<file path="src/rtl/lub_pkg.sv">
// ----------------------------------------------------------------------------
// lub_pkg
// Shared types and constants for the unaligned byte blit frame store.
// ----------------------------------------------------------------------------
package lub_pkg;

  localparam int DEF_PANEL_COLUMNS = 128;
  localparam int DEF_PANEL_ROWS    = 64;
  localparam int DEF_HALF_WIDTH    = 64;

  localparam int COORD_W    = 8;   // x and y position width
  localparam int PAGE_W     = 5;   // y / 8 of an 8-bit row
  localparam int BYTE_W     = 8;
  localparam int MODE_W     = 2;
  localparam int QUEUE_DEPTH = 2;

  localparam logic [MODE_W-1:0] MODE_OR      = 2'd0;
  localparam logic [MODE_W-1:0] MODE_XOR     = 2'd1;
  localparam logic [MODE_W-1:0] MODE_OR_INV  = 2'd2;
  localparam logic [MODE_W-1:0] MODE_XOR_INV = 2'd3;

  // One classified blit: low byte goes to page, high byte spills to page + 1.
  typedef struct packed {
    logic [COORD_W-1:0] col;
    logic [PAGE_W-1:0]  page;
    logic [BYTE_W-1:0]  lo_bits;
    logic [BYTE_W-1:0]  hi_bits;
    logic               spill;
  } lub_op_t;

endpackage

</file>
<file path="src/rtl/lub_queue.sv">
// ----------------------------------------------------------------------------
// lub_queue
// Short FIFO of classified blits between the front and the memory engine.
// ----------------------------------------------------------------------------
module lub_queue import lub_pkg::*; (
  input  logic    clk,
  input  logic    rst,
  input  logic    push,
  input  lub_op_t push_op,
  output logic    full,
  input  logic    pop,
  output logic    head_valid,
  output lub_op_t head_op
);

  localparam int PTR_W = $clog2(QUEUE_DEPTH);

  lub_op_t            entries [QUEUE_DEPTH];
  logic [PTR_W-1:0]   wr_ptr;
  logic [PTR_W-1:0]   rd_ptr;
  logic [PTR_W:0]     count;

  assign full       = (count == (PTR_W+1)'(QUEUE_DEPTH));
  assign head_valid = (count != '0);
  assign head_op    = entries[rd_ptr];

  always_ff @(posedge clk) begin
    if (push) begin
      entries[wr_ptr] <= push_op;
    end
  end

  always_ff @(posedge clk) begin
    if (rst) begin
      wr_ptr <= '0;
      rd_ptr <= '0;
      count  <= '0;
    end else begin
      if (push) begin
        wr_ptr <= (wr_ptr == PTR_W'(QUEUE_DEPTH-1)) ? '0 : wr_ptr + 1'b1;
      end
      if (pop) begin
        rd_ptr <= (rd_ptr == PTR_W'(QUEUE_DEPTH-1)) ? '0 : rd_ptr + 1'b1;
      end
      if (push && !pop) begin
        count <= count + 1'b1;
      end else if (pop && !push) begin
        count <= count - 1'b1;
      end
    end
  end

endmodule

</file>
<file path="config.mk">
export PLATFORM = sky130hd
export DESIGN_NAME = lub_queue
export DESIGN_NICKNAME = d
export VERILOG_FILES = /design/src/rtl/lub_pkg.sv /design/src/rtl/lub_queue.sv
export SDC_FILE = /design/constraint.sdc
export NUM_CORES = 1
export LEC_CHECK = 0
export BUFFER_PORTS_ARGS = -buffer_cell sky130_fd_sc_hd__buf_4
export CORE_MARGIN = 5
export CORE_UTILIZATION = 35
export CTS_BUF_LIST = sky130_fd_sc_hd__clkbuf_16
export CTS_CLUSTER_SIZE = 10
export DETAILED_ROUTE_END_ITERATION = 10
export SKIP_LAST_GASP = 1
export SLEW_MARGIN = 20
export SYNTH_ARGS = -nofsm -noshare
export SYNTH_HDL_FRONTEND = slang
export SYNTH_SLANG_ARGS = --single-unit
</file>
<file path="constraint.sdc">
create_clock -name clk -period 5.5 [get_ports clk]
set_input_delay 0.55 -clock clk [delete_from_list [all_inputs] [get_ports clk]]
set_output_delay 0.55 -clock clk [all_outputs]
set_load 0.005 [all_outputs]
</file>
Yosys cells after proc, flatten, opt, wreduce, memory -nomap -nowiden
Memories as Yosys holds them, arrays and structs flattened. A register that Yosys moved wholly into a read port is not among the register bits.
Cells that the tools add are included.
Widths: inputs -> output; s select.
- $add $sub $neg: 4
- equality and inequality tests: 1
- multiplexer cells: 8
- reduce and logical (&&, ||, !) cells: 6
- operators by type and width (cell ; count):
    $mux 1 ; 6
    $mux 2 ; 2
    $reduce_bool 2->1 ; 2
    $add 1x1->1 const B ; 2
    $add 2x1->2 const B ; 1
    $eq 2x2->1 const B ; 1
    $logic_and 1x1->1 ; 2
    $logic_not 1->1 ; 2
    $sub 2x1->2 const B ; 1
- register bits after elaboration: 4
- memory bits (writable): 60
- input port bits: 34
- output and inout bits: 32
- logic and storage cells: 23
- memories kept: 1
- memories (memory ; words ; bits a word ; read ports ; clocked after memory_dff ; write ports ; line ; source):
    entries ; 2 ; 30 ; 1 ; 1 ; 1 ; lub_queue.sv:18 ; lub_op_t entries [QUEUE_DEPTH];

Longest topological paths before layout
- word-level depth: 4
- gate-level depth with buffers: 5

Worst setup path before layout
No wires, ideal clock.
- kind: in2reg
- start: in push
- end: mem entries[0][0] in the netlist's numbering, enable pin
- library setup time: 421 ps
- arrival time: 1912 ps
- setup slack: 3167 ps
- cell stages on the path: 1
- buffers on the path: 0
- cell sequence: nor2b_1
- longest elaborated chain between the ends: 2
- ends and longest elaborated chain (element ; line ; source):
    start: declaration ; lub_queue.sv:8 ; input logic push,
    $mux 1 ; lub_queue.sv:28 ; if (push) begin
    $mux 1 (not written as such) ; lub_queue.sv:29 ; entries[wr_ptr] <= push_op;
    end: declaration ; lub_queue.sv:18 ;
Every way passes these cells.

==> impl_results.md <==
* Remaining antenna violation count at 0
* DRT Wirelength at 4350 µm
* Final Max Slew Viols at 0
* Wire per inst at around 16 µm
* RSZ-0062 raised after global routing: false
* Global Route Usage Sum at 11.1%
* Row Count at 30
* Number of synthesized register bits at between 60 and 70
* Final hold vios at 0
* WHS at roughly 0.42 ns
* Fill cells at about 560
* MaxCap Viol Count at 0
* Max Freq at around 400 MHz
* Total Power Consumption at approximately 1300 µW
* Capturing element type of the critical path: primary output
* Syn_area_per_cell at a little over 20 µm²
* GRT Residual Overflow at 0
* Rel. slew slack at a little over two fifths
* Register area share after synthesis at between 80% and 90%
* Drt first-iter violations at 38
* Initial antenna violation count at 0
* Worst hold-check path type: in2reg
* Post-CTS setup buffer count at 0
* Largest net degree at the start of global routing at 31
* CTS Buffer Depth at 2
* Worst-margin pin slew at between 0.8 and 0.9 ns
* Worst R2R Setup Slack at 3.78 ns
* Worst Path Required at approximately 5.0 ns
* Starting Density at a little over a third
* Number of global-route vias before repair at between 1000 and 1500
* CTS Buf Count at 9
* Syn_nets at 150
* Dpl ws at around 3.3 ns
* Crit path time final at about 2.5 ns
* Layout cells sized above 1 at about three fifths
* # IOs at between 60 and 70
* GP Congestion at between 0.6 and 0.7
* Die width at around 92 µm
* Peak supply drop at just under 0.2 mV
* # hold bufs at CTS at 0
* CTS Sinks at 65
* Critical Path Fanout Max at 16
* Drt pass-1 iters at 4
* PD cells at around 400 mW/mm²
* Total Die Area at 0.00850 mm²
* Max Clock Skew at about 0.0040 ns
* Placed Cells at between 200 and 300
* Remaining DRCs at 0
* H-tree levels at 3
* TritonCTS clock tree: done
* Status: complete, no violations
* CP Class: reg2out
* CTS resizes at 0
* Routed vias/inst at 4.52
* Post-Route Setup TNS at 0 ns
* Yosys cell types at 16
* Startpoint class of the critical path: register
* Storage cell area at 0.00190 mm²
* Clock transition at path regs at ~0.050 ns
* Tcrit/Tclk final at between 40% and 50%
* # setup viols final at 0
* Core Region at around 0.0067 mm²
* Cell area after synthesis at between 0.002 and 0.0025 mm²
* First-pass GRT wire length at slightly below 7000 µm
* Diode count at 0
* CTS root buffer: clkbuf_16
* Worst EP arrival at 1.95 ns
* Final cell count without fillers at approximately 280
* Mapped Cells at ~120
* Via Count at 1242
* Post-DP HPWL at 3100 µm
* YS warnings at 0
* Area occupied by multi-input gates at roughly 450 µm²
* Final #Nets at 225
* Leakage at between 0.001 and 0.0015 µW
* Number of port buffers at 65
* Synth-to-layout area growth at 38.7%
* Clock latency on the worst-skew pair at ~0.32 ns
* Die Y at 92.2 µm
* Setup ws final at approximately 3.0 ns
final timing paths:
path / start / endpoint / cells past startpoint
worst max register to register: wr_ptr / entries[1][12] / 2
worst min register to register: rd_ptr / rd_ptr / 2
worst max-delay path: register / head_op[24] / 3
worst min-delay path: push_op[21] / entries[0][21] / 1
power breakdown:
group	leakage, µW	total, µW	switching, µW	internal (µW)
logic	0.000496	130	51.4	78.5
clock network	0.000144	587	192	395
registers	0.000605	589	13.0	576
sequential cells by signal (all words and copies together), names as in the netlist, named ones only:
name and count:
wr_ptr 1, rd_ptr 1, count 2, entries 60
cells in the final DEF (no fill, tap or decap), types with 2 or more instances in the layout:
cell type | synthesis | routed
buf_4 | 0 | 67
bufinv_16 | 0 | 2
clkbuf_16 | 0 | 9
clkinvlp_4 | 0 | 4
dfxtp_1 | 5 | 5
edfxtp_1 | 60 | 60
mux2_2 | 30 | 30
nor2_1 | 4 | 4
xnor2_1 | 2 | 2
xor2_1 | 2 | 2
final cells by class:
class	count	area share [%]
Clock buffer	9	6.86
Inverter	1	0.114
Clock inverter	7	2.90
Timing Repair Buffer	67	15.3
Sequential cell	65	58.0
Multi-Input combinational cell	46	13.8
Tap cell	80	3.05
metrics by stage:
step,utilization [%],area [µm²]
2_1_floorplan,-,2360
3_3_place_gp,44.3,2960
3_5_place_dp,44.3,2960
4_1_cts,49.1,3280
5_1_grt,49.1,3280
6_report,49.1,3280
metal layers:
metal | vias to the layer above | part of all wire, % | global-route usage [%]
met5 | - | 0 | 0
li1 | 594 | - | -
met4 | 0 | 2.6 | 7.43
met3 | 10 | 5.0 | 3.61
met1 | 606 | 36 | 11.1
met2 | 32 | 56 | 19.5
synthesized netlist by cell type:
cell type | count | area (µm²)
a21oi_1 | 1 | 5.00
and2_1 | 1 | 6.26
and2b_2 | 1 | 8.76
buf_2 | 3 | 15.0
dfxtp_1 | 5 | 100
edfxtp_1 | 60 | 1800
ha_1 | 1 | 12.5
inv_1 | 1 | 3.75
mux2_2 | 30 | 338
nor2_1 | 4 | 15.0
nor2b_1 | 1 | 6.26
o21ai_0 | 1 | 5.00
or2_2 | 1 | 6.26
or3_1 | 1 | 6.26
xnor2_1 | 2 | 17.5
xor2_1 | 2 | 17.5
cell families (layout without fill, tap and decap cells):
logic type,after synthesis,count (layout),synth area share (%)
flops,65,65,80.4
compound gates,2,2,0.423
fa+ha+maj,1,1,0.529
xor+xnor,4,4,1.48
simple gates,9,9,2.06
mux,30,30,14.3
buf+inv,4,84,0.793
critical path, cell delays in order (launching register included):
cell and delay [ns]:
dfxtp_1 0.74, buf_4 0.36, mux2_2 0.38, buf_4 0.14
(Power assumes the default switching activity.)
