===== src/rtl/lub_pkg.sv =====
// ----------------------------------------------------------------------------
// lub_pkg
// Shared types and constants for the unaligned byte blit frame store.
// ----------------------------------------------------------------------------
package lub_pkg;

  localparam int DEF_PANEL_COLUMNS = 128;
  localparam int DEF_PANEL_ROWS    = 64;
  localparam int DEF_HALF_WIDTH    = 64;

  localparam int COORD_W    = 8;   // x and y position width
  localparam int PAGE_W     = 5;   // y / 8 of an 8-bit row
  localparam int BYTE_W     = 8;
  localparam int MODE_W     = 2;
  localparam int QUEUE_DEPTH = 2;

  localparam logic [MODE_W-1:0] MODE_OR      = 2'd0;
  localparam logic [MODE_W-1:0] MODE_XOR     = 2'd1;
  localparam logic [MODE_W-1:0] MODE_OR_INV  = 2'd2;
  localparam logic [MODE_W-1:0] MODE_XOR_INV = 2'd3;

  // One classified blit: low byte goes to page, high byte spills to page + 1.
  typedef struct packed {
    logic [COORD_W-1:0] col;
    logic [PAGE_W-1:0]  page;
    logic [BYTE_W-1:0]  lo_bits;
    logic [BYTE_W-1:0]  hi_bits;
    logic               spill;
  } lub_op_t;

endpackage


===== src/rtl/lub_front.sv =====
// ----------------------------------------------------------------------------
// lub_front
// Accepts positions, drops those off the panel, applies pattern inversion and
// splits the shifted pattern into the page byte and the spill byte.
// ----------------------------------------------------------------------------
module lub_front import lub_pkg::*; #(
  parameter int PANEL_COLUMNS = DEF_PANEL_COLUMNS,
  parameter int PANEL_ROWS    = DEF_PANEL_ROWS
) (
  input  logic               in_valid,
  output logic               in_stall,
  input  logic [COORD_W-1:0] x_position,
  input  logic [COORD_W-1:0] y_position,
  input  logic [BYTE_W-1:0]  pattern,
  input  logic [MODE_W-1:0]  mode,
  input  logic               hold,
  input  logic               q_full,
  output logic               push,
  output lub_op_t            push_op
);

  localparam int PAGE_COUNT = (PANEL_ROWS + 7) / 8;

  logic              in_range;
  logic [BYTE_W-1:0] pat_eff;
  logic [2:0]        shift;
  logic [PAGE_W-1:0] page;
  logic [2*BYTE_W-1:0] wide;

  always_comb begin
    in_range = ({1'b0, x_position} < 9'(PANEL_COLUMNS)) &&
               ({1'b0, y_position} < 9'(PANEL_ROWS));
    pat_eff  = (mode == MODE_OR_INV || mode == MODE_XOR_INV) ? ~pattern : pattern;
    shift    = y_position[2:0];
    page     = y_position[COORD_W-1:3];
    wide     = {{BYTE_W{1'b0}}, pat_eff} << shift;

    push_op.col     = x_position;
    push_op.page    = page;
    push_op.lo_bits = wide[BYTE_W-1:0];
    push_op.hi_bits = wide[2*BYTE_W-1:BYTE_W];
    // no spill when aligned, or when the next page is past the panel
    push_op.spill   = (shift != 3'd0) &&
                      (({1'b0, page} + 6'd1) < 6'(PAGE_COUNT));

    in_stall = hold || q_full;
    push     = in_valid && !in_stall && in_range;
  end

endmodule


===== config.mk =====
export PLATFORM = sky130hd
export DESIGN_NAME = lub_front
export DESIGN_NICKNAME = d
export VERILOG_FILES = /design/src/rtl/lub_pkg.sv /design/src/rtl/lub_front.sv
export SDC_FILE = /design/constraint.sdc
export NUM_CORES = 1
export LEC_CHECK = 0
export BUFFER_PORTS_ARGS = -buffer_cell sky130_fd_sc_hd__clkbuf_2
export CAP_MARGIN = 20
export CORE_MARGIN = 2
export CORE_UTILIZATION = 46
export DETAILED_ROUTE_END_ITERATION = 8
export PLACE_DENSITY = 0.95
export SETUP_SLACK_MARGIN = 0.15
export SYNTH_ARGS = -nofsm -noshare
export SYNTH_HDL_FRONTEND = slang
export SYNTH_SLANG_ARGS = --single-unit

===== constraint.sdc =====
create_clock -name vclk -period 2.4
set_input_delay 0.12 -clock vclk [all_inputs]
set_output_delay 0.12 -clock vclk [all_outputs]
set_load 0.01 [all_outputs]

Word-level counts from Yosys, hierarchy flattened:

Index checks and enable logic that the tools add are counted.
Widths: inputs -> output; s select.

* bits in registers: 0
* input port bits: 29
* output and inout port bits: 32

* add/sub/neg operators: 1
* order comparisons: 3
* equal/unequal tests: 2
* shift-type cells: 1
* mux-type cells: 1
* bitwise gates (word level): 1
* reductions and logical operators: 8

Operators by type and width (count)
* $shl 8x3->16: 1
* $lt 8x7->1 const B: 1
* $lt 8x8->1 const B: 1
* $mux 8: 1
* $not 8->8: 1
* $add 5x1->6 const B: 1
* $lt 6x4->1 const B: 1
* $eq 2x2->1 const B: 2
* $logic_and 1x1->1: 4
* $reduce_bool 3->1: 1
* $logic_or 1x1->1: 2
* $logic_not 1->1: 1

Longest topological paths before layout:

Gate-level depths: netlist (run 1).

* depth after elaboration: 4
* depth in mapped cells: 5

Least setup slack after synthesis (run 1):

No wires, ideal clock.

* kind: input port to output port
* start: in y_position[0]
* end: out push_op[1] in the netlist's numbering
* arrival: 1.242 ns
* slack: 1.038 ns
* stages: 4
* path buffers: 1
* path through: buf_6 -> mux2i_2 -> mux2_1 -> a222oi_1

RTL lines
* start, declared: RTL line lub_front.sv:13 `input logic [COORD_W-1:0] y_position,`
* end, declared: RTL line lub_front.sv:19 `output lub_op_t push_op`

==> reports/qor.yml, run 1 <==
outcome: "complete, no violations"
drive_above_1_share_pct: 39.8
avgSynthCellArea_sq_um: 7.50
synth_nets: 135
die_area_sq_um: 2080
grt_pass1_wl_um: 2930
die-width_um: 45.6
post-route-period-util_pct: 71.4
area_delta_synth_final_pct: 9.29
via_per_inst: 5.69
min_period_ns: 1.71
crit_top_cell: "clkbuf_2"
core.rowCount: 15
min_path_cells: 0
antenna_cells: 0
vias: 825
ctsHoldBuffers: 0
register_area_sq_um: 0
slowest_stage: "mux2i_2"
dr.first_iter.drc_count: 32
power.density_nw_per_um2: 219
ys_top_cells_by_area: "buf_4 (14%), xor2_1 (13%), mux2i_1 (13%), o221ai_1 (4.4%), nor2_1 (4.3%)"
critPathMaxStageDelay_ns: 0.37
grtUsageTotal_pct: 18.3
hpwl_um: 1610
postCtsSetupBuffers: 0
io_buffers: 45
dpl.cell_count: 145
ios: 61
setup_tns_ns: 0
syn_area_sq_um: 795
fin_ws_ns: 0.687
cp_data_arrival_time_ns: 1.59
max-slew-margin-rel_pct: 62.7
hold_slack_ns: 0.240
initial_core_util_pct: 47.6
hold_path_end: "push_op[22]"
dp_slack_ns: 0.684
seq_cell_count: 0
crit_chain: "clkbuf_2 -> mux2i_2 -> mux2_1 -> a222oi_1 -> clkbuf_2"
yosysTopAreaCellShare_pct: 14.2
required_ns: 2.28
max_freq_ghz: 0.584
grt_overflow: 0
wirelength_um: 1920
first_pass_iters: 4
hold_start: "x_position[0]"
finalMaxSlewViolations: 0
synthCells: 106
nClkBuffers: 0
drv_cap: 0
grt_antenna_before_repair: 0
grt_max_degree: 26
yosys_warnings: 0
grt_pass1_vias: 695
criticalPathCategory: "input pin to output port"
postRouteAntennaNets: 0
tightest_slew_ns: 0.559
leakagePower_nw: 0.472
fp.dieH_um: 45.6
core_sq_um: 1670
synth_cell_types: 35
hold_viol: 0
yosys.area.top_type: "buf_4"
vdd_drop_max_mv: 0.0873
cp-end-kind: "output port"
gp_congestion: 0.855
worstPathMaxFanout: 14
drcViolationCount: 0
ys_seq_area_share_pct: 0
startpoint_type: "input pin"
min_path_type: "input pin to output port"
setup_viol: 0
cts_resized: 0
fin_nets: 159
avgRoutedWirePerCell_um: 13.3
rsz0062_at_grt: "false"
final_cells: 145
[stage by stage]
| step | instance area, sq um | power (mW) | utilization (%) |
|---|---|---|---|
| floorplan | 795 | 0.151 | - |
| global placement | 868 | 0.182 | 52.0 |
| detailed placement | 868 | 0.190 | 52.0 |
| CTS | 868 | 0.190 | 52.0 |
| global route | 868 | 0.210 | 52.0 |
| finish | 868 | 0.191 | 52.0 |
[Yosys cell counts (2+ instances only)]
cell and number:
a222oi_1 2, a31oi_1 3, and2b_1 2, and3_1 2, and3b_1 2, buf_2 2
buf_4 15, clkbuf_1 3, inv_1 5, mux2_2 2, mux2i_1 10, mux2i_2 2
nand2_1 4, nand3_1 3, nand4_1 2, nor2_1 9, nor3b_1 3, o221ai_1 4
o22ai_1 2, o41ai_2 2, or2_1 2, xor2_1 12
[power breakdown]
group	leakage (nW)	total (mW)	switching (mW)	internal [mW]
Sequential	0	0	0	0
Combinational	0.472	0.191	0.109	0.0812
Clock	0	0	0	0
[logic make-up after synthesis]
logic type	after synthesis	synth area share, %
AND/OR/NAND/NOR	35	25.2
buffers and inverters	28	24.1
multiplexers	15	20.3
AO/OA/AOI/OAI	14	15.6
XOR/XNOR	13	14.3
other	1	0.472
[worst max-delay path, delay by kind of cell]
kind            cells  cell delay [ns]
mux                 2             0.73
buf+inv             2             0.50
compound gates      1             0.24
[cell type report]
type / count / area [sq um]
multi-input cells: 78 / 603
repair buffers: 45 / 225
inverters: 5 / 18.8
fillers: 159 / 802
well taps: 17 / 21.3
[worst max-delay path by stage]
stage / start / end / slack [ns] / cells after the start
finish: y_position[0] / push_op[1] / 0.69 / 5
CTS: y_position[0] / push_op[1] / 0.68 / 5
global placement: y_position[0] / push_op[1] / 0.69 / 5
floorplan: y_position[0] / push_op[1] / 1.04 / 4
detailed placement: y_position[0] / push_op[1] / 0.68 / 5
global route: y_position[0] / push_op[1] / 0.56 / 5
[cell usage in the layout, fill, tap and decap left out]
cell type	count
nor2b_1	1
o221ai_1	4
and3b_1	2
nor3b_1	3
mux2i_2	2
and3_1	2
or2_1	2
clkbuf_2	45
o21ai_1	1
nand3_1	3
inv_1	5
a222oi_1	2
conb_1	1
nand2_1	4
mux2_2	2
o41ai_2	2
nor3_1	1
nand3b_1	1
and2b_1	2
nor2_1	9
mux2i_1	10
a31oi_1	3
mux2_1	1
xor2_1	12
xnor2_1	1
nand4_1	2
o22ai_1	2
nor4b_1	1
and4_1	1
or2b_1	1
[routing by layer]
metal  track usage (%)  share of wire (%)  up-vias
li1                  -                  -      409
met1              20.1                 37      366
met3              1.59                5.6        8
met2              34.9                 54       42
met5                 0                  0        -
met4              7.65                3.4        0
Note: power is estimated with default switching activity, not from simulation.
==> inputs of run 2 (changes only) <==
- CORE_UTILIZATION: 46 -> 43
- clock period: 2.4 -> 1.7 ns (I/O delays scaled with it)
==> reports/qor.yml, run 2 (synthesized netlist as in run 1, its figures left out) <==
outcome: "complete, no violations"
gp_congestion: 0.867  # +1.4%
die-width_um: 47.0  # +3.1%
final_cell_mix: "clkbuf_2 (45), xor2_1 (12), nor2_1 (9), mux2i_1 (9), inv_1 (5)"
die_area_sq_um: 2210  # +6.4%
p_comb_share_pct: 100.0  # about the same
worstPathMaxFanout: 6  # -8
core_sq_um: 1730  # +3.4%
crit_top_cell: "clkbuf_2"
hpwl_um: 1600  # -0.51%
vdd_drop_max_mv: 0.129  # +48%
hold_viol: 0  # unchanged
rsz0062_at_grt: "false"
dr.first_iter.drc_count: 18  # -44%
pwr-share-clk_pct: 0  # unchanged
leakagePower_nw: 0.496  # +5.0%
fill_cells: 166  # +4.4%
power.switching_uw: 156  # +43%
critPathMaxStageDelay_ns: 0.36  # about the same
fin_nets: 164  # +3.1%
avgRoutedWirePerCell_um: 12.0  # -9.7%
via_per_inst: 5.39  # -5.3%
drive_above_1_share_pct: 42.9  # +3.0 points
setup_viol: 0  # unchanged
min_path_type: "input pin to output port"
postRouteAntennaNets: 0  # unchanged
max_freq_ghz: 0.670
finalMaxSlewViolations: 0  # unchanged
cp-end-kind: "output port"
io_buffers: 45  # unchanged
drv_cap: 0  # unchanged
grt_pass1_vias: 702  # +1.0%
p_seq_share_pct: 0  # unchanged
hold_start: "x_position[4]"
core.rowCount: 15  # unchanged
postCtsSetupBuffers: 0  # unchanged
drcViolationCount: 0  # unchanged
ios: 61  # unchanged
cp_data_arrival_time_ns: 1.41  # -0.18 ns
initial_core_util_pct: 46.0  # -1.6 points
cp_num_buf_inv: 2  # unchanged
area_delta_synth_final_pct: 16.2
final_cells: 158  # +9.0%
post-route-period-util_pct: 87.8
min_path_cells: 0  # unchanged
power.internal_uw: 126  # +55%
grtUsageTotal_pct: 17.2  # -1.1 points
min_period_ns: 1.49
worst_path_dominant_cell_family: "multiplexers"
startpoint_type: "input pin"
criticalPathCategory: "input pin to output port"
register_area_sq_um: 0  # unchanged
multi_input_area_sq_um: 607  # +0.62%
wirelength_um: 1890  # -1.6%
fp.dieH_um: 47.0  # +3.1%
switching_share_pct: 55.4  # -2.0 points
dpl.cell_count: 158  # +9.0%
vias: 851  # +3.2%
seq_cell_count: 0  # unchanged
grt_max_degree: 21  # -19%
power.density_nw_per_um2: 306  # +39%
first_pass_iters: 4  # unchanged
required_ns: 1.62  # -0.66 ns
grt_pass1_wl_um: 2880  # -1.6%
nClkBuffers: 0  # unchanged
antenna_cells: 0  # unchanged
grt_overflow: 0  # unchanged
ctsHoldBuffers: 0  # unchanged
crit_chain: "clkbuf_2 -> mux2i_2 -> mux2_1 -> a222oi_1 -> clkbuf_2"
hold_path_end: "push_op[26]"
slowest_stage: "mux2_1"
cts_resized: 0  # unchanged
setup_tns_ns: 0  # unchanged
mostFrequentLayoutCell: "clkbuf_2"
grt_antenna_before_repair: 0  # unchanged
run 2: worst max-delay path by stage:
stage / startpoint / endpoint / slack [ns] / depth (start not counted)
2_1_floorplan: y_position[0] / push_op[1] / 0.41 / 4
3_3_place_gp: y_position[0] / push_op[1] / 0.24 / 5
3_5_place_dp: y_position[0] / push_op[14] / 0.22 / 6
4_1_cts: y_position[0] / push_op[14] / 0.22 / 6
5_1_grt: mode[1] / push_op[15] / 0.15 / 6
6_report: y_position[0] / push_op[1] / 0.21 / 5
run 2: metrics by stage:
step                      util [%]  hold WS, ns  instance area (sq um)  power (mW)  worst slack (ns)
final                         53.5        0.170                    923       0.283             0.208
after global routing          53.5        0.170                    923       0.312             0.152
after CTS                     53.0        0.170                    916       0.279             0.219
after detailed placement      53.0        0.170                    916       0.278             0.223
after global placement        53.0        0.170                    916       0.273             0.243
after floorplan                  -        0.220                    795       0.214             0.408
run 2: cell type report:
cell class	count	area share, %
Tap cell	25	3.39
Multi-Input combinational cell	78	65.7
Inverter	5	2.03
Timing Repair Buffer	50	28.9
run 2: power by group through the flow:
| stage | Sequential [mW] | Clock (mW) | Combinational, mW |
|---|---|---|---|
| 5_1_grt | 0 | 0 | 0.312 |
| 4_1_cts | 0 | 0 | 0.279 |
| 3_5_place_dp | 0 | 0 | 0.278 |
| 2_1_floorplan | 0 | 0 | 0.214 |
| 6_report | 0 | 0 | 0.283 |
| 3_3_place_gp | 0 | 0 | 0.273 |
run 2: layer usage:
metal	vias to the layer above	global-route usage, %	wire length [um]
li1	425	-	-
met1	377	20.2	789
met2	47	34.0	919
met3	2	1.92	174
met4	0	1.67	9
met5	-	0	0
==> inputs of run 3 (changes only) <==
- CELL_PAD_IN_SITES_DETAIL_PLACEMENT: unset -> 0
- CELL_PAD_IN_SITES_GLOBAL_PLACEMENT: unset -> 2
- CORE_UTILIZATION: 43 -> 20
- PLACE_DENSITY: 0.95 -> 0.93
==> reports/qor.yml, run 3 (synthesized netlist as in run 1, its figures left out) <==
outcome: "complete, no violations"
startpoint_type: "input pin"
first_pass_iters: 4  # unchanged
fin_ws_ns: 0.215  # +0.00680 ns
min_path_type: "input pin to output port"
initial_core_util_pct: 21.2  # -25 points
worstPathMaxFanout: 6  # unchanged
grt_overflow: 0  # unchanged
grt_pass1_vias: 763  # +8.7%
rsz0062_at_grt: "false"
avgRoutedWirePerCell_um: 12.6  # +5.3%
post-route-period-util_pct: 87.4  # -0.40 points
via_per_inst: 4.65  # -14%
postRouteAntennaNets: 0  # unchanged
criticalPathCategory: "input pin to output port"
grtUsageTotal_pct: 9.68  # -7.5 points
core_sq_um: 3740  # +120%
io_buffers: 45  # unchanged
postCtsSetupBuffers: 0  # unchanged
drive_above_1_share_pct: 42.5  # -0.32 points
dp_slack_ns: 0.179  # -0.0443 ns
hpwl_um: 1880  # +17%
fin_nets: 165  # +0.61%
grt_antenna_before_repair: 0  # unchanged
cp_data_arrival_time_ns: 1.40  # about the same
cp-end-kind: "output port"
setup_tns_ns: 0  # unchanged
drcViolationCount: 0  # unchanged
vdd_drop_max_mv: 0.0563  # -56%
min_period_ns: 1.49  # -0.00680 ns
stdcell_area_sq_um: 956  # +3.5%
nClkBuffers: 0  # unchanged
hold_viol: 0  # unchanged
required_ns: 1.62  # about the same
leakagePower_nw: 0.502  # +1.3%
vias: 846  # -0.59%
antenna_cells: 0  # unchanged
cp_num_buf_inv: 2  # unchanged
die-width_um: 67.0  # +43%
critPathMaxStageDelay_ns: 0.36  # about the same
max_freq_ghz: 0.673  # +0.46%
finalMaxSlewViolations: 0  # unchanged
area_delta_synth_final_pct: 20.3
worst_path_dominant_cell_family: "multiplexers"
setup_viol: 0  # unchanged
seq_cell_count: 0  # unchanged
final_cell_mix: "clkbuf_2 (44), xor2_1 (12), mux2i_1 (10), nor2_1 (9)"
fp.dieH_um: 67.0  # +43%
core.rowCount: 22  # +7
grt_max_degree: 21  # unchanged
slowest_stage: "mux2_1"
ios: 61  # unchanged
crit_chain: "buf_2 -> mux2i_2 -> mux2_1 -> a222oi_1 -> clkbuf_2"
die_area_sq_um: 4490  # +100%
drv_cap: 0  # unchanged
register_area_sq_um: 0  # unchanged
gp_congestion: 0.795  # -8.4%
dr.first_iter.drc_count: 34  # +16
wirelength_um: 2290  # +21%
mostFrequentLayoutCell: "clkbuf_2"
grt_pass1_wl_um: 3480  # +21%
placed_area_sq_um: 952  # +4.0%
power.density_nw_per_um2: 301  # -1.5%
[run 3: cell count changes in the layout (fill, tap and decap cells not counted)]
cell,previous run,this run
buf_2,0,1
mux2i_1,9,10
buf_4,4,5
clkbuf_2,45,44
mux2i_2,3,2
[run 3: worst paths after layout]
path / startpoint / end / slack, ns / cells after the start
worst max-delay path: y_position[0] / push_op[1] / 0.21 / 5
worst min-delay path: x_position[4] / push_op[26] / 0.17 / 0
[run 3: final cells by class]
cell class	count	area [sq um]
Fill cell	443	2790
Tap cell	48	60.1
Inverter	5	18.8
Timing Repair Buffer	51	274
Multi-Input combinational cell	78	603
[run 3: timing repair]
action / CTS / global route
resized for setup: 0 / 2
endpoints found under the setup margin: 0 / 2
hold buffers: 0 / 0
[run 3: metal layers]
metal	track usage [%]	wire length, um	up-vias
met3	0.845	203	6
met5	0	0	-
met4	1.28	28	0
li1	-	-	419
met1	11.4	929	375
met2	18.9	1130	46
[run 3: report_power, final]
part / switching (mW) / internal, mW
combinational: 0.162 / 0.126
clock: 0 / 0
sequential: 0 / 0
total: 0.162 / 0.126
[run 3: stage by stage]
stage	utilization [%]	total power [mW]	instances	hold slack, ns
finish	25.5	0.288	182	0.170
detailed placement	25.4	0.288	182	0.170
floorplan	-	0.214	106	0.220
CTS	25.4	0.288	182	0.170
global route	25.5	0.317	182	0.170
global placement	25.4	0.286	182	0.170
